## src/rtl/mtds_pkg.sv

```systemverilog
// Shared types and constants for the motion triggered door sequencer.
// Phase codes, register indexes, reset values and the state and config bundles.
// No dependencies.
`default_nettype none

package mtds_pkg;

   localparam int TIMER_W = 16;
   localparam int CSR_INDEX_W = 3;
   localparam int REQ_DATA_W = 8;
   localparam int RSP_DATA_W = 8;

   typedef enum logic [3:0] {
      PH_OFF      = 4'd0,
      PH_ARMED    = 4'd1,
      PH_BEEP_ON  = 4'd2,
      PH_BEEP_OFF = 4'd3,
      PH_CLOSE    = 4'd4,
      PH_WAIT     = 4'd5,
      PH_OPEN     = 4'd6,
      PH_CHIRP    = 4'd7,
      PH_SETTLE   = 4'd8
   } phase_type;

   typedef enum logic [CSR_INDEX_W-1:0] {
      CSR_COOLDOWN    = 3'd0,
      CSR_MOTOR_PULSE = 3'd1,
      CSR_BEEP_HALF   = 3'd2,
      CSR_CHIRP       = 3'd3,
      CSR_SETTLE      = 3'd4
   } csr_index_type;

   localparam logic [TIMER_W-1:0] COOLDOWN_RESET    = 16'd8000;
   localparam logic [TIMER_W-1:0] MOTOR_PULSE_RESET = 16'd350;
   localparam logic [TIMER_W-1:0] BEEP_HALF_RESET   = 16'd500;
   localparam logic [TIMER_W-1:0] CHIRP_RESET       = 16'd100;
   localparam logic [TIMER_W-1:0] SETTLE_RESET      = 16'd1000;

   typedef struct packed {
      logic [TIMER_W-1:0] cooldown_ms;
      logic [TIMER_W-1:0] motor_pulse_ms;
      logic [TIMER_W-1:0] beep_half_ms;
      logic [TIMER_W-1:0] chirp_ms;
      logic [TIMER_W-1:0] settle_ms;
   } cfg_type;

   typedef struct packed {
      phase_type          phase;
      logic [TIMER_W-1:0] phase_timer;
      logic [TIMER_W-1:0] cooldown_timer;
   } state_type;

   typedef struct packed {
      logic motor_close;
      logic motor_enable;
      logic buzzer;
      logic yellow_led;
      logic red_led;
      logic on_led;
      logic green_led;
   } lamps_type;

endpackage

`default_nettype wire

```

## src/rtl/mtds_step.sv

```systemverilog
// Next-state and output decode for one tick item of the door sequencer.
// Purely combinational; uses mtds_pkg.
`default_nettype none

module mtds_step
   import mtds_pkg::*;
(
   input  state_type cur,
   input  cfg_type   cfg,
   input  logic      tick,
   input  logic      pir_level,
   input  logic      button_press,
   output state_type nxt,
   output lamps_type lamps
);

   logic               expired;
   logic [TIMER_W-1:0] timer_dec;
   logic [TIMER_W-1:0] cool_cur;

   always_comb begin
      expired   = tick && (cur.phase_timer <= TIMER_W'(1));
      timer_dec = tick ? (expired ? '0 : cur.phase_timer - TIMER_W'(1)) : cur.phase_timer;
      cool_cur  = cur.cooldown_timer;
      if ((cur.phase == PH_CLOSE || cur.phase == PH_WAIT) && tick && cool_cur != '0) begin
         cool_cur = cool_cur - TIMER_W'(1);
      end

      nxt.phase          = cur.phase;
      nxt.phase_timer    = cur.phase_timer;
      nxt.cooldown_timer = cool_cur;

      case (cur.phase)
         PH_OFF: begin
            if (button_press) begin
               nxt.phase       = PH_ARMED;
               nxt.phase_timer = '0;
            end
         end
         PH_ARMED: begin
            if (button_press) begin
               nxt.phase       = PH_OFF;
               nxt.phase_timer = '0;
            end else if (pir_level) begin
               nxt.phase       = PH_BEEP_ON;
               nxt.phase_timer = cfg.beep_half_ms;
            end
         end
         PH_BEEP_ON: begin
            nxt.phase_timer = timer_dec;
            if (expired) begin
               nxt.phase       = PH_BEEP_OFF;
               nxt.phase_timer = cfg.beep_half_ms;
            end
         end
         PH_BEEP_OFF: begin
            nxt.phase_timer = timer_dec;
            if (expired) begin
               if (pir_level) begin
                  nxt.phase       = PH_BEEP_ON;
                  nxt.phase_timer = cfg.beep_half_ms;
               end else begin
                  nxt.phase          = PH_CLOSE;
                  nxt.phase_timer    = cfg.motor_pulse_ms;
                  nxt.cooldown_timer = cfg.cooldown_ms;
               end
            end
         end
         PH_CLOSE: begin
            nxt.phase_timer = timer_dec;
            if (expired) begin
               if (cool_cur == '0) begin
                  nxt.phase       = PH_OPEN;
                  nxt.phase_timer = cfg.motor_pulse_ms;
               end else begin
                  nxt.phase       = PH_WAIT;
                  nxt.phase_timer = '0;
               end
            end
         end
         PH_WAIT: begin
            if (cool_cur == '0) begin
               nxt.phase       = PH_OPEN;
               nxt.phase_timer = cfg.motor_pulse_ms;
            end
         end
         PH_OPEN: begin
            nxt.phase_timer = timer_dec;
            if (expired) begin
               nxt.phase       = PH_CHIRP;
               nxt.phase_timer = cfg.chirp_ms;
            end
         end
         PH_CHIRP: begin
            nxt.phase_timer = timer_dec;
            if (expired) begin
               if (cfg.settle_ms == '0) begin
                  nxt.phase       = PH_ARMED;
                  nxt.phase_timer = '0;
               end else begin
                  nxt.phase       = PH_SETTLE;
                  nxt.phase_timer = cfg.settle_ms;
               end
            end
         end
         PH_SETTLE: begin
            nxt.phase_timer = timer_dec;
            if (expired) begin
               nxt.phase       = PH_ARMED;
               nxt.phase_timer = '0;
            end
         end
         default: begin
            nxt.phase       = PH_OFF;
            nxt.phase_timer = '0;
         end
      endcase

      lamps.green_led    = (nxt.phase == PH_OFF);
      lamps.on_led       = (nxt.phase != PH_OFF);
      lamps.red_led      = (nxt.phase == PH_BEEP_ON || nxt.phase == PH_BEEP_OFF);
      lamps.yellow_led   = (nxt.phase == PH_CLOSE || nxt.phase == PH_WAIT
                            || nxt.phase == PH_OPEN);
      lamps.buzzer       = (nxt.phase == PH_BEEP_ON || nxt.phase == PH_CHIRP);
      lamps.motor_enable = (nxt.phase == PH_CLOSE || nxt.phase == PH_OPEN);
      lamps.motor_close  = (nxt.phase == PH_CLOSE);
   end

endmodule

`default_nettype wire

```

## src/rtl/motion_triggered_door_sequencer.sv

```systemverilog
// Top level of the motion triggered door sequencer: stream ports, timing registers,
// sequencer state and the registered result stage. Uses mtds_pkg and mtds_step.
//
// Each request is one sample (tick, motion level, button press) and yields exactly one
// response carrying the LED, buzzer and motor drive levels after that sample. One request
// is taken every clock; the response sits in a single output register that is refilled
// in the same cycle it is taken, so the only stall source is a held-off rsp_tready.
// The response becomes valid in the cycle after the request transfer. Timing registers are
// written through the csr port, which is always ready; new values take effect the next
// time the corresponding phase starts.
`default_nettype none

module motion_triggered_door_sequencer
   import mtds_pkg::*;
(
   input  logic                   clock,
   input  logic                   reset,
   input  logic                   req_tvalid,
   output logic                   req_tready,
   // [0] tick, [1] pir_level, [2] button_press, [7:3] zero
   input  logic [REQ_DATA_W-1:0]  req_tdata,
   output logic                   rsp_tvalid,
   input  logic                   rsp_tready,
   // [0] green_led, [1] on_led, [2] red_led, [3] yellow_led, [4] buzzer,
   // [5] motor_enable, [6] motor_close, [7] zero
   output logic [RSP_DATA_W-1:0]  rsp_tdata,
   input  logic                   csr_valid,
   output logic                   csr_ready,
   input  logic [CSR_INDEX_W-1:0] csr_index,
   input  logic [TIMER_W-1:0]     csr_data
);

   cfg_type   cfg_ff;
   state_type state_ff;
   state_type state_in;
   lamps_type lamps_in;
   logic      rsp_valid_ff;
   logic      rsp_valid_in;
   lamps_type rsp_lamps_ff;
   logic      req_xfer;

   assign csr_ready  = 1'b1;
   assign req_tready = !rsp_valid_ff || rsp_tready;
   assign req_xfer   = req_tvalid && req_tready;

   mtds_step u_step (
      .cur          (state_ff),
      .cfg          (cfg_ff),
      .tick         (req_tdata[0]),
      .pir_level    (req_tdata[1]),
      .button_press (req_tdata[2]),
      .nxt          (state_in),
      .lamps        (lamps_in)
   );

   always_ff @(posedge clock) begin
      if (reset) begin
         cfg_ff.cooldown_ms    <= COOLDOWN_RESET;
         cfg_ff.motor_pulse_ms <= MOTOR_PULSE_RESET;
         cfg_ff.beep_half_ms   <= BEEP_HALF_RESET;
         cfg_ff.chirp_ms       <= CHIRP_RESET;
         cfg_ff.settle_ms      <= SETTLE_RESET;
      end else if (csr_valid && csr_ready) begin
         case (csr_index_type'(csr_index))
            CSR_COOLDOWN:    cfg_ff.cooldown_ms    <= csr_data;
            CSR_MOTOR_PULSE: cfg_ff.motor_pulse_ms <= csr_data;
            CSR_BEEP_HALF:   cfg_ff.beep_half_ms   <= csr_data;
            CSR_CHIRP:       cfg_ff.chirp_ms       <= csr_data;
            CSR_SETTLE:      cfg_ff.settle_ms      <= csr_data;
            default: begin
            end
         endcase
      end
   end

   always_ff @(posedge clock) begin
      if (reset) begin
         state_ff.phase          <= PH_OFF;
         state_ff.phase_timer    <= '0;
         state_ff.cooldown_timer <= '0;
      end else if (req_xfer) begin
         state_ff <= state_in;
      end
   end

   always_comb begin
      rsp_valid_in = rsp_valid_ff;
      if (req_xfer) begin
         rsp_valid_in = 1'b1;
      end else if (rsp_tready) begin
         rsp_valid_in = 1'b0;
      end
   end

   always_ff @(posedge clock) begin
      if (reset) begin
         rsp_valid_ff <= 1'b0;
      end else begin
         rsp_valid_ff <= rsp_valid_in;
      end
   end

   always_ff @(posedge clock) begin
      if (req_xfer) begin
         rsp_lamps_ff <= lamps_in;
      end
   end

   assign rsp_tvalid = rsp_valid_ff;
   assign rsp_tdata  = {1'b0, rsp_lamps_ff};

endmodule

`default_nettype wire

```

## config.mk

```make
export PLATFORM = sky130hd
export DESIGN_NAME = motion_triggered_door_sequencer
export DESIGN_NICKNAME = d
export VERILOG_FILES = /design/src/rtl/mtds_pkg.sv /design/src/rtl/mtds_step.sv /design/src/rtl/motion_triggered_door_sequencer.sv
export SDC_FILE = /design/constraint.sdc
export NUM_CORES = 1
export LEC_CHECK = 0
export BUFFER_PORTS_ARGS = -buffer_cell sky130_fd_sc_hd__buf_2
export CAP_MARGIN = 20
export CELL_PAD_IN_SITES_DETAIL_PLACEMENT = 1
export CELL_PAD_IN_SITES_GLOBAL_PLACEMENT = 1
export CORE_UTILIZATION = 49
export DETAILED_ROUTE_END_ITERATION = 8
export GPL_TIMING_DRIVEN = 0
export PLACE_DENSITY_LB_ADDON = 0.25
export SLEW_MARGIN = 40
export SYNTH_ARGS = -nofsm -noshare
export SYNTH_HDL_FRONTEND = slang
export SYNTH_HIERARCHICAL = 1
export SYNTH_SLANG_ARGS = --single-unit
```

## constraint.sdc

```tcl
create_clock -name clock -period 6 [get_ports clock]
set_input_delay 0.3 -clock clock [delete_from_list [all_inputs] [get_ports clock]]
set_output_delay 0.3 -clock clock [all_outputs]
set_load 0.005 [all_outputs]
```

## Word-level counts from Yosys, hierarchy flattened

Index checks and enable logic that the tools add are counted.

- Bits in registers: 124
- Bits in latches: 0
- Bits in writable memories: 0
- Bits in read-only memories: 0
- Bits of input ports: 32
- Output and inout port bits: 11
- Word-level logic and storage cells: 86
- Memories kept: 0

- $add $sub $neg: 2
- Multiply operators: 0
- Div/mod/pow operators: 0
- Order comparisons: 1
- Equal/unequal tests: 21
- Shift operators: 0
- Muxes and demuxes: 20
- Bitwise logic cells: 0
- Reductions and logical operators: 26

Operators by type and width:

| operator | number |
|---|---|
| $mux W20 | 10 |
| $pmux W20 S9 | 1 |
| $mux W16 | 4 |
| $mux W36 | 1 |
| $eq A4 B3 Y1 const B | 8 |
| $logic_not A16 Y1 | 2 |
| $sub A16 B1 Y16 const B | 2 |
| $mux W19 | 1 |
| $mux W18 | 1 |
| $eq A4 B2 Y1 const B | 4 |
| $le A16 B1 Y1 const B | 1 |
| $reduce_bool A16 Y1 | 1 |
| $reduce_and A2 Y1 | 5 |
| $logic_not A4 Y1 | 2 |
| $logic_or A1 B1 Y1 | 7 |
| $eq A3 B2 Y1 const B | 2 |
| $eq A4 B1 Y1 const B | 1 |
| $eq A4 B4 Y1 const B | 1 |
| $logic_and A1 B1 Y1 | 4 |
| $ne A2 B2 Y1 const B | 2 |
| $reduce_and A4 Y1 | 1 |
| $reduce_bool A4 Y1 | 1 |
| $eq A3 B1 Y1 const B | 1 |
| $eq A3 B3 Y1 const B | 1 |
| other kinds (5) | 6 |

## Depth between registers and ports, before layout

Gate-level depths: netlist of the first run.

- Depth after elaboration: 12
- Gate-level depth with buffers: 14

## Modules after synthesis

The synthesis of the first run kept the hierarchy.

Modules (own cells, without submodules):

| module | instances | cells each | area an instance (µm²) |
|---|---|---|---|
| motion_triggered_door_sequencer | 1 | 522 | 4,642.0 |
| mtds_step | 1 | 493 | 2,994.1 |

## Worst setup path before layout of the first run

No wires, ideal clock.

- Path type: register -> register
- From: reg state_ff[0] in the netlist's numbering
- To: reg state_ff[31] in the netlist's numbering
- Data arrival time: 3,060 ps
- Required time: 5,868 ps
- Path slack: 2,807 ps
- Stages on the path, launching flop included: 14
- Buffers on the path: 1
- Cell sequence: dfxtp_1 > inv_1 > ha_1 > or4b_1 > nor4_4 > nor2_4 > and4b_1 > o2111a_2 > and2_4 > buf_6 > mux2_4 > a211o_1 > nand3_1 > a21oi_1

RTL lines:

| item | RTL line | text |
|---|---|---|
| from (decl) | motion_triggered_door_sequencer.sv:34 | `state_type state_ff;` |
| from (signal assigned) | motion_triggered_door_sequencer.sv:82 | `state_ff <= state_in;` |

==> results.md, run 1 <==
- Routed wire length: ~29 mm
- Pwr Density: 245 mW/mm²
- I/O Buffers: 29
- Clk_lat worst skew: 430 ps
- Mapped cell area: ~0.0076 mm²
- Initial antenna violation count: 0
- Initial Utilization: 50.2%
- Clock root cell: clkbuf_16
- Yosys top cell area share: 30.7%
- Synth unique cells: 74
- Clock buffer depth: 2
- Largest family of logic cells by synthesized area: simple AND/OR/NAND/NOR gates
- GR Layer Usage met2: 59.2%
- Largest net degree at the start of global routing: 17
- Hold path cells: 3
- Final nets: 1,098
- FMAX: between 200 and 250 MHz
- Status: finished clean
- Via Count: roughly 8,200
- PostCTS Resize Cnt: 0
- Post-Synth XOR/XNOR Area: around 3.0%
- Worst reg2reg path startpoint: state_ff[0]$_SDFFE_PP0P_
- Die extent in y: approximately 130 µm
- Setup Buffers After CTS: 0
- Final Max Slew Viols: 0
- Ant diodes: 0
- Busiest grt layer: met2
- Final setup violation count: 0
- GP Congestion: about 0.94
- Synthesis Warnings: 6
- Slew Limit Headroom: 48.6%
- Post-synth EDFFs: 7
- Compound-Gate Fraction of Synth Area: around a quarter
- Gr ovfl total: 0
- Hpwl dp: 21.6 mm
- Fill count: 1,948
- Min cycle time layout: ~4000 ps
- Clock Skews: 6.77 ps
- Placed Cells: 1,232
- Area of the multi-input gates: 0.00469 mm²
- Hold Buf Count CTS: 0
- FF-to-FF setup slack: approximately 2000 ps
- Adder-Cell Fraction of Synth Area: 0.492%
- Arrival @ worst endpoint: 4380 ps
- H-tree levels: 4
- Hold path startpoint: csr_data[2]
- Die area: 0.0161 mm²
- Pre-Repair DR Iteration Count: 6
- Top cells by area in the synthesized netlist: dfxtp_1 (31%), a21oi_1 (9.8%), nand2_1 (8.9%)
- Count leader, synth: nand2_1
- Asr flop ratio synth: 0%
- Num rows: between 40 and 50
- Lkg Pwr: just over 3 nW
- Detail Route Antenna Nets: 0
- Post-route insts no fill: 1,264
- P&R area growth vs syn: 12.6%
- Vias per cell: 6.47
- Syn avg cell area: 7.52 µm²
- Max cap viols: 0
- Critical Path Start Type: flop
- Final worst hold slack: 151 ps
- Final worst-path cycle share: just under 70%
- HP Class: in -> reg
- Register bit total from synthesis: 124
- Die width: 127 µm
- Post-synthesis mux area share: under 10%
- GRT Total Usage: a little under two fifths
- Vias in the first global route: roughly 8,000
- CP Capture Type: flop
- CTS Sinks: 124
- Syn nets: 1,050
- Setup CP Type: reg -> reg
- Top post-synthesis cells by count: nand2_1 (181), a21oi_1 (149), dfxtp_1 (117), clkbuf_1 (54), nor3_1 (53)
- Layout cell share with drive strength beyond 1: 13.8%
- Post-synthesis sequential area ratio: 33.4%
- Primary FF master, synth: dfxtp_1
- Clock slew at reported path FFs: 60 ps
- Core area: about 0.015 mm²
- Num ports: 43
- Critical Path RT: approximately 6400 ps
- Reg2Reg Capture Point: state_ff[19]$_SDFFE_PP0P_
- Max IR drop VDD: 0.203 mV
- RSZ-0062 raised after global routing: no
- Setup TNS Final: 0 ps
- DRT iter0 DRCs: around 840
- R2r worst-path depth: 14
- Met3 Use GR: under 10%
- Max Fanout on Critical Path: 10
- Hold endpoint: cfg_ff[2]$_SDFFE_PP0P_
- Actual slew at the worst max-slew pin: 770 ps
- Global-route met1 utilization: 50.4%
- CTS tree: done
- Total CTS buffers: 17
- Sequential standard cell area: 0.00255 mm²
- DRC: 0
- Routed len/inst: 23.2 µm
- First-pass GRT wire length: ~46 mm
- Final hold violations: 0
- Simple logic cell fraction of the synthesized area: 28.2%
- Syn Inst Count: 1,015
- Post-synth top area cell: dfxtp_1
-- area by class of cell --
cell class / count / share of cell area (%)
plain buffers: 85 / 4.38
clock buffers: 19 / 5.15
clock inverters: 13 / 1.37
inverters: 11 / 0.480
multi-input cells: 795 / 54.5
flip-flops and latches: 124 / 29.7
well taps: 188 / 2.74
repair buffers: 29 / 1.69
-- kinds of logic after synthesis --
family / count (synthesis)
and+or+nand+nor: 431
AOI/OAI and AO/OA: 305
DFF: 124
buffers and inverters: 96
muxes: 28
xor gates and xnor gates: 26
adders and majority gates: 3
other: 2
-- critical path, cell delays in order (launching register included) --
cell	delay, ps
dfxtp_1	380
inv_1	90
ha_1	270
or4b_1	510
nor4_4	570
nor3_1	110
nor4_1	400
o2111a_2	430
and2_4	180
buf_6	140
buf_6	170
nand2_1	100
o221ai_1	300
nand3_1	110
a21oi_1	180
-- through the flow --
step	area (µm²)	util, %	total power, mW	worst slack [ps]
5_1_grt	8600	56.6	2.17	1820
6_report	8600	56.6	2.11	1970
3_5_place_dp	8030	52.8	1.11	2150
4_1_cts	8590	56.5	2.10	2090
3_3_place_gp	8020	52.7	1.11	1770
2_1_floorplan	7640	-	1.02	2810
-- placed cells by master (no fill, tap or decap), types with 5 or more instances in the layout --
master,n
nand2_1,181
a21oi_1,149
dfxtp_1,117
clkbuf_1,55
nor3_1,53
nor2_1,51
nand3_1,48
buf_2,42
o21ai_0,42
a21bo_2,36
nor4_1,18
mux2i_1,18
clkbuf_16,17
xnor2_1,16
inv_1,11
nand2b_1,11
buf_1,11
xor2_1,10
a22oi_1,9
mux2_2,8
o22ai_1,8
edfxtp_1,7
a31oi_1,7
o211ai_1,7
and2_1,6
nor2b_1,6
or4_1,6
nand4_1,6
or3_1,5
a222oi_1,5
-- sequential cells by signal, summed over array words and instances, names as in the netlist --
register	flops
rsp_tdata	7
state_ff	36
cfg_ff	80
rsp_tvalid	1
-- power by group --
| group | internal [mW] | leakage (nW) | switching (mW) |
|---|---|---|---|
| Sequential | 0.849 | 1.02 | 0.0179 |
| Combinational | 0.0701 | 1.75 | 0.171 |
| Clock | 0.582 | 0.270 | 0.417 |
-- per-layer routing --
layer,routed length [µm],part of all wire [%]
met1,13000,44
met2,12900,44
met3,2230,7.6
met4,1250,4.3
met5,0,0
-- how the worst max path moves through the flow --
stage | from | end | slack [ps] | cells past startpoint
after floorplan | state_ff[0]$_SDFFE_PP0P_ | state_ff[31]$_SDFFE_PP0P_ | 2810 | 13
after global placement | state_ff[24]$_SDFFE_PP0P_ | state_ff[1]$_SDFFE_PP0P_ | 1770 | 10
after detailed placement | state_ff[0]$_SDFFE_PP0P_ | state_ff[19]$_SDFFE_PP0P_ | 2150 | 14
after CTS | state_ff[0]$_SDFFE_PP0P_ | state_ff[31]$_SDFFE_PP0P_ | 2090 | 13
after global routing | state_ff[0]$_SDFFE_PP0P_ | state_ff[19]$_SDFFE_PP0P_ | 1820 | 14
final | state_ff[0]$_SDFFE_PP0P_ | state_ff[19]$_SDFFE_PP0P_ | 1970 | 14
(Power assumes the default switching activity.)
==> run 2: changes to the inputs <==
Settings changed: ABC_AREA set to 1, CORE_UTILIZATION 49 to 39.
Clock period 6 ns to 3.39 ns, I/O delays scaled along.
==> results.md, run 2 <==
- Top cell family by delay on the critical path: simple AND/OR/NAND/NOR gates
- Detail Route Antenna Nets: 0 (unchanged)
- Arrival @ worst endpoint: 3490 ps (-890 ps)
- Total CTS buffers: 17 (unchanged)
- CTS tree: done
- Largest net degree at the start of global routing: 20 (+3)
- Commonest non-fill, non-tap cell in the layout: nand2_1
- Lkg Pwr: 4.54 nW (+49%)
- Syn Inst Count: 1,400 (+38%)
- HP Class: in -> reg
- Status: finished clean
- Initial Utilization: 40.0% (-10 points)
- CP max stage delay: 380 ps (-190 ps)
- Setup TNS Final: 0 ps (unchanged)
- Final worst hold slack: 9.61 ps (-142 ps)
- Ant diodes: 0 (unchanged)
- Gr ovfl total: 0 (unchanged)
- Slowest CP cell: dfxtp_1
- Die width: 149 µm (+18%)
- Hpwl dp: 26.8 mm (+24%)
- Worst Path Buf+Inv: 4 (+1)
- Synthesis Warnings: 6 (unchanged)
- Slew Limit Headroom: 50.0% (+1.4 points)
- Clock root cell: clkbuf_16
- Switching pwr: 1.59 mW (+160%)
- CP Capture Type: flop
- Switching share of power: 34.2% (+5.4 points)
- CTS Sinks: 124 (unchanged)
- Die area: 0.0222 mm² (+38%)
- I/O Buffers: 32 (+10%)
- Num ports: 43 (unchanged)
- Min cycle time layout: 3180 ps (-859 ps)
- Commonest non-fill, non-tap cells in the layout: nand2_1 (403), nor2_1 (285), nand3_1 (136)
- Final Max Slew Viols: 0 (unchanged)
- P&R area growth vs syn: 14.3%
- Total power: 4.66 mW (+120%)
- Top reg by flops: cfg_ff
- Largest register FFs: 80 (unchanged)
- Initial antenna violation count: 0 (unchanged)
- Count leader, synth: nand2_1
- Clock slew at reported path FFs: 60 ps (about the same)
- Final hold violations: 0 (unchanged)
- Comb power frac: 22.6% (+11 points)
- Final worst-path cycle share: 93.7% (+26 points)
- Routed len/inst: 19.8 µm (-15%)
- Top post-synthesis cells by count: nand2_1 (405), nor2_1 (289), nand3_1 (136), dfxtp_1 (117), inv_1 (95)
- Max IR drop VDD: 0.333 mV (+64%)
- Clock Skews: 8.43 ps (+1.66 ps)
- Num rows: 53 (+18%)
- Final nets: 1,491 (+36%)
- Post-synth EDFFs: 7 (unchanged)
- Vias per cell: 5.55 (-14%)
- DRC: 0 (unchanged)
- GP Congestion: 0.954 (+1.0%)
- Actual slew at the worst max-slew pin: 747 ps (-23.4 ps)
- Pre-Repair DR Iteration Count: 5 (-1)
- H-tree levels: 4 (unchanged)
- Vias in the first global route: 9,219 (+14%)
- Max cap viols: 0 (unchanged)
- FMAX: 315 MHz (+27%)
- Final core occ: 45.7% (-11 points)
- Top cells by area in the synthesized netlist: dfxtp_1 (28%), nand2_1 (18%), nor2_1 (13%)
- Via Count: 9,666 (+18%)
- Die extent in y: 149 µm (+18%)
- DRT iter0 DRCs: 803 (-4.3%)
- Register bit total from synthesis: 124 (unchanged)
- Setup CP Type: reg -> reg
- Primary FF master, synth: dfxtp_1
- Critical Path Start Type: flop
- Final setup violation count: 0 (unchanged)
- First-pass GRT wire length: 53.7 mm (+15%)
- Pwr Density: 483 mW/mm² (+97%)
- Critical Path, Cell by Cell: inv_1, ha_4, nand2_2, nor2_2, nand2_2, nand2_4, buf_2, nand2_1, nand2_1, nor2_1, nand2_1, nor2_2, nand2_2, nand2_2, inv_1, buf_2, a21oi_1, nand3_1, nand3b_1, nand2_1, nor2_1
- Syn nets: 1,435 (+37%)
- Mapped cell area: 0.00844 mm² (+10%)
- Critical Path RT: 3710 ps (-2640 ps)
- RSZ-0062 raised after global routing: no
- Int Power: 3.06 mW (+100%)
- GRT Total Usage: 32.0% (-6.0 points)
- Sequential share of power: 35.5% (-5.7 points)
- Synth unique cells: 50 (-32%)
- Clk_lat worst skew: 430 ps (about the same)
- Fill count: 2,914 (+50%)
- Routed wire length: 34.5 mm (+18%)
- Yosys top cell area share: 27.8% (-2.9 points)
- Max Fanout on Critical Path: 10 (unchanged)
- Setup Buffers After CTS: 0 (unchanged)
- Asr flop ratio synth: 0% (unchanged)
- Syn avg cell area: 6.03 µm² (-20%)
- Post-synth top area cell: dfxtp_1
- Layout cell share with drive strength beyond 1: 10.3% (-3.6 points)
- Post-synthesis sequential area ratio: 30.3% (-3.2 points)
- Clk network pwr share: 42.0% (-5.4 points)
- Clock buffer depth: 2 (unchanged)
- Core area: 0.0211 mm² (+39%)
## run 2: cells by family (layout without fill, tap and decap cells)
family | Yosys count | after routing | synth area share [%]
AO/OA/AOI/OAI | 155 | 155 | 11.1
adder cells (fa/ha/maj) | 3 | 3 | 0.445
buffers and inverters | 170 | 238 | 9.00
other | 2 | 2 | 0.0890
AND/OR/NAND/NOR | 930 | 930 | 47.5
XOR/XNOR | 16 | 16 | 1.66
flip-flops | 124 | 124 | 30.3
## run 2: per-stage QoR
| stage | setup WS [ps] | instances | area [µm²] |
|---|---|---|---|
| 6_report | 215 | 1743 | 9640 |
| 5_1_grt | 25.8 | 1743 | 9640 |
| 4_1_cts | 73.8 | 1743 | 9610 |
| 3_5_place_dp | -68.7 | 1707 | 8950 |
| 3_3_place_gp | 49.1 | 1707 | 8940 |
| 2_1_floorplan | 893 | 1400 | 8440 |
## run 2: timing repair
action / CTS / global route
hold endpoints to repair: 6 / 0
endpoints found under the setup margin: 2 / 25
hold buffers: 6 / 0
pin swaps: 0 / 0
resized for setup: 0 / 12
## run 2: layer usage
layer | track usage (%) | up-vias | part of all wire [%]
li1 | - | 4632 | -
met1 | 45.0 | 4598 | 46
met2 | 50.3 | 371 | 44
met3 | 3.79 | 65 | 6.9
met4 | 10.4 | 0 | 2.7
met5 | 0 | - | 0
## run 2: path summary, 6_finish.rpt
| check | cells past startpoint | from | slack [ps] | endpoint |
|---|---|---|---|---|
| max | 21 | state_ff[1]$_SDFFE_PP0P_ | 210 | state_ff[31]$_SDFFE_PP0P_ |
| min | 3 | csr_data[2] | 10 | cfg_ff[50]$_SDFFE_PP1P_ |
| max reg2reg | 21 | state_ff[1]$_SDFFE_PP0P_ | 210 | state_ff[31]$_SDFFE_PP0P_ |
| min reg2reg | 2 | cfg_ff[74]$_SDFFE_PP1P_ | 470 | cfg_ff[74]$_SDFFE_PP1P_ |
## run 2: power by group through the flow
stage          clock network (mW)  registers (mW)  logic, mW
2_1_floorplan                   0            1.64      0.713
3_3_place_gp                    0            1.68      0.979
3_5_place_dp                    0            1.68       1.01
6_report                     1.95            1.65       1.05
5_1_grt                      2.04            1.66       1.16
4_1_cts                      1.96            1.65       1.02
## run 2: worst min-delay path, stage by stage
cell	delay, ps
buf_2	120
nand2_1	60
nand3_1	50
## run 2: area by class of cell
cell class              instances  area [µm²]  share of cell area [%]
flip-flops and latches        124        2550                    26.5
multi-input cells            1106        5160                    53.5
repair buffers                 38         220                    2.28
inverters                     101         382                    3.96
well taps                     275         344                    3.57
plain buffers                  68         379                    3.93
clock inverters                14         184                    1.91
clock buffers                  17         425                    4.41
==> run 3: changes to the inputs <==
--- a/config.mk
+++ b/config.mk
@@ -12,6 +12,6 @@
 export CELL_PAD_IN_SITES_GLOBAL_PLACEMENT = 1
-export CORE_UTILIZATION = 39
+export CORE_UTILIZATION = 47
 export DETAILED_ROUTE_END_ITERATION = 8
 export GPL_TIMING_DRIVEN = 0
-export PLACE_DENSITY_LB_ADDON = 0.25
+export PLACE_DENSITY = 0.9
 export SLEW_MARGIN = 40
==> constraint.sdc (replaced) <==
create_clock -name clock -period 3.7 [get_ports clock]
set_input_delay 0.185 -clock clock [delete_from_list [all_inputs] [get_ports clock]]
set_output_delay 0.185 -clock clock [all_outputs]
set_load 0.05 [all_outputs]
==> results.md, run 3 (synthesized netlist as in run 2, its figures left out) <==
- Pre-Repair DR Iteration Count: 5 (unchanged)
- Final hold violations: 0 (unchanged)
- Comb power frac: 23.6% (+1.0 points)
- DRT iter0 DRCs: 959 (+19%)
- Lkg Pwr: 4.54 nW (+0.16%)
- Final setup violation count: 0 (unchanged)
- Slowest CP cell: clkbuf_1
- Via Count: 10,100 (+4.6%)
- Clk_lat worst skew: 440 ps (about the same)
- Routed len/inst: 21.6 µm (+9.1%)
- Routed wire length: 36.6 mm (+6.2%)
- Top reg by flops: cfg_ff
- Gr ovfl total: 0 (unchanged)
- H-tree levels: 4 (unchanged)
- Commonest non-fill, non-tap cells in the layout: nand2_1 (405), nor2_1 (288), nand3_1 (136)
- Critical Path RT: 4020 ps (+310 ps)
- FMAX: 293 MHz (-6.9%)
- Hpwl dp: 26.8 mm (+0.22%)
- Status: finished clean
- Clk network pwr share: 41.2% (-0.8 points)
- Initial Utilization: 48.4% (+8.4 points)
- GRT Total Usage: 40.7% (+8.8 points)
- Layout cell share with drive strength beyond 1: 9.79% (-0.50 points)
- Int Power: 2.77 mW (-9.5%)
- Max IR drop VDD: 0.360 mV (+8.1%)
- Critical Path Start Type: flop
- Vias per cell: 5.96 (+7.5%)
- Final worst-path cycle share: 92.2% (-1.5 points)
- Die area: 0.0185 mm² (-17%)
- Clock Skews: 22.2 ps (+13.7 ps)
- HP Class: in -> reg
- CTS tree: done
- Die extent in y: 136 µm (-8.8%)
- First-pass GRT wire length: 56.1 mm (+4.5%)
- Detail Route Antenna Nets: 0 (unchanged)
- Top cell family by delay on the critical path: simple AND/OR/NAND/NOR gates
- RSZ-0062 raised after global routing: no
- CP Capture Type: flop
- I/O Buffers: 32 (unchanged)
- DRC: 0 (unchanged)
- Num ports: 43 (unchanged)
- Switching share of power: 35.7% (+1.5 points)
- Final worst slack: 290 ps (+75.4 ps)
- Slew Limit Headroom: 40.2% (-9.8 points)
- Setup TNS Final: 0 ps (unchanged)
- Num rows: 48 (-9.4%)
- Clock buffer depth: 2 (unchanged)
- Total CTS buffers: 17 (unchanged)
- Die width: 136 µm (-8.8%)
- Min cycle time layout: 3410 ps (+235 ps)
- Pwr Density: 451 mW/mm² (-6.6%)
- Pre-CTS setup slack: 319 ps (+387 ps)
- Final nets: 1,493 (+0.13%)
- CTS Sinks: 124 (unchanged)
- Worst Path Buf+Inv: 2 (-2)
- Ant diodes: 0 (unchanged)
- Max Fanout on Critical Path: 10 (unchanged)
- Actual slew at the worst max-slew pin: 893 ps (+146 ps)
- Switching pwr: 1.54 mW (-3.2%)
- Clock root cell: clkbuf_16
- CP max stage delay: 610 ps (+230 ps)
- Total power: 4.31 mW (-7.3%)
- Sequential share of power: 35.2% (-0.3 points)
- Design area: 0.00957 mm² (-0.77%)
- Final Max Slew Viols: 0 (unchanged)
- Vias in the first global route: 9,858 (+6.9%)
- Critical Path, Cell by Cell: inv_1, ha_1, nor2_1, nor3_1, nand2_1, clkbuf_1, nand3_1, o211ai_1, nand4_1, nor3_1, nand3_1, nand3b_1, nand2_1, nor2_1
- GP Congestion: 0.980 (+2.7%)
- Commonest non-fill, non-tap cell in the layout: nand2_1
- Setup CP Type: reg -> reg
- Final worst hold slack: 25.6 ps (+16.0 ps)
- Arrival @ worst endpoint: 3730 ps (+240 ps)
- P&R area growth vs syn: 13.4%
- Largest net degree at the start of global routing: 17 (-15%)
- Initial antenna violation count: 0 (unchanged)
- Core area: 0.0174 mm² (-17%)
- Max cap viols: 0 (unchanged)
- Clock slew at reported path FFs: 70 ps (about the same)
- Dpl cell area: 0.00888 mm² (-0.70%)
- Largest register FFs: 80 (unchanged)
==> run 3: cell count changes in the layout (fill, tap and decap cells not counted), sizes merged <==
cell         delta
bufinv          -1
dlygate4sd3     +1
clkinvlp        -1
buf             +1
inv             +3
clkbuf          +1
clkinv          -1
==> run 3: cell type report <==
class / count / area [µm²]
plain buffers: 69 / 379
clock buffers: 18 / 439
clock inverters: 14 / 174
fillers: 2452 / 7850
inverters: 101 / 382
multi-input cells: 1106 / 5130
flip-flops and latches: 124 / 2550
well taps: 225 / 282
repair buffers: 39 / 230
==> run 3: final timing paths <==
path	depth (start not counted)	to	startpoint	slack [ps]
setup reg to reg	14	state_ff[28]$_SDFFE_PP0P_	state_ff[17]$_SDFFE_PP0P_	290
hold / removal	3	cfg_ff[9]$_SDFFE_PP1P_	csr_data[9]	30
setup / recovery	14	state_ff[28]$_SDFFE_PP0P_	state_ff[17]$_SDFFE_PP0P_	290
hold reg to reg	2	cfg_ff[76]$_SDFFE_PP1P_	cfg_ff[76]$_SDFFE_PP1P_	480
==> run 3: power groups by stage <==
stage	combinational, mW	clock [mW]	sequential (mW)
detailed placement	0.961	0	1.54
CTS	0.985	1.79	1.51
floorplan	0.659	0	1.54
global route	1.10	1.84	1.53
finish	1.02	1.78	1.52
global placement	0.929	0	1.53
==> run 3: repair_timing <==
| item | in CTS | in global routing |
|---|---|---|
| gates resized for setup | 0 | 2 |
| hold buffers | 7 | 0 |
| endpoints found under the hold margin | 7 | 0 |
| endpoints found under the setup margin | 0 | 1 |
| setup buffers | 0 | 0 |
==> run 3: worst register-to-register path, stage by stage, from the launching register on <==
cell	delay, ps
dfxtp_1	440
inv_1	150
ha_1	240
nor2_1	140
nor3_1	70
nand2_1	320
clkbuf_1	610
nand3_1	330
o211ai_1	190
nand4_1	130
nor3_1	230
nand3_1	120
nand3b_1	190
nand2_1	100
nor2_1	50
==> run 3: per-stage QoR <==
stage	utilization, %	instances
global placement	51.0	1657
detailed placement	51.0	1657
floorplan	-	1400
global route	54.9	1696
finish	54.9	1696
CTS	54.9	1696
==> run 3: per-layer routing <==
layer,vias up,share of wire (%),track usage (%)
li1,4655,-,-
met1,4877,43,53.0
met2,474,44,63.0
met3,99,8.1,8.31
met4,2,4.8,21.1
met5,-,0.16,2.50
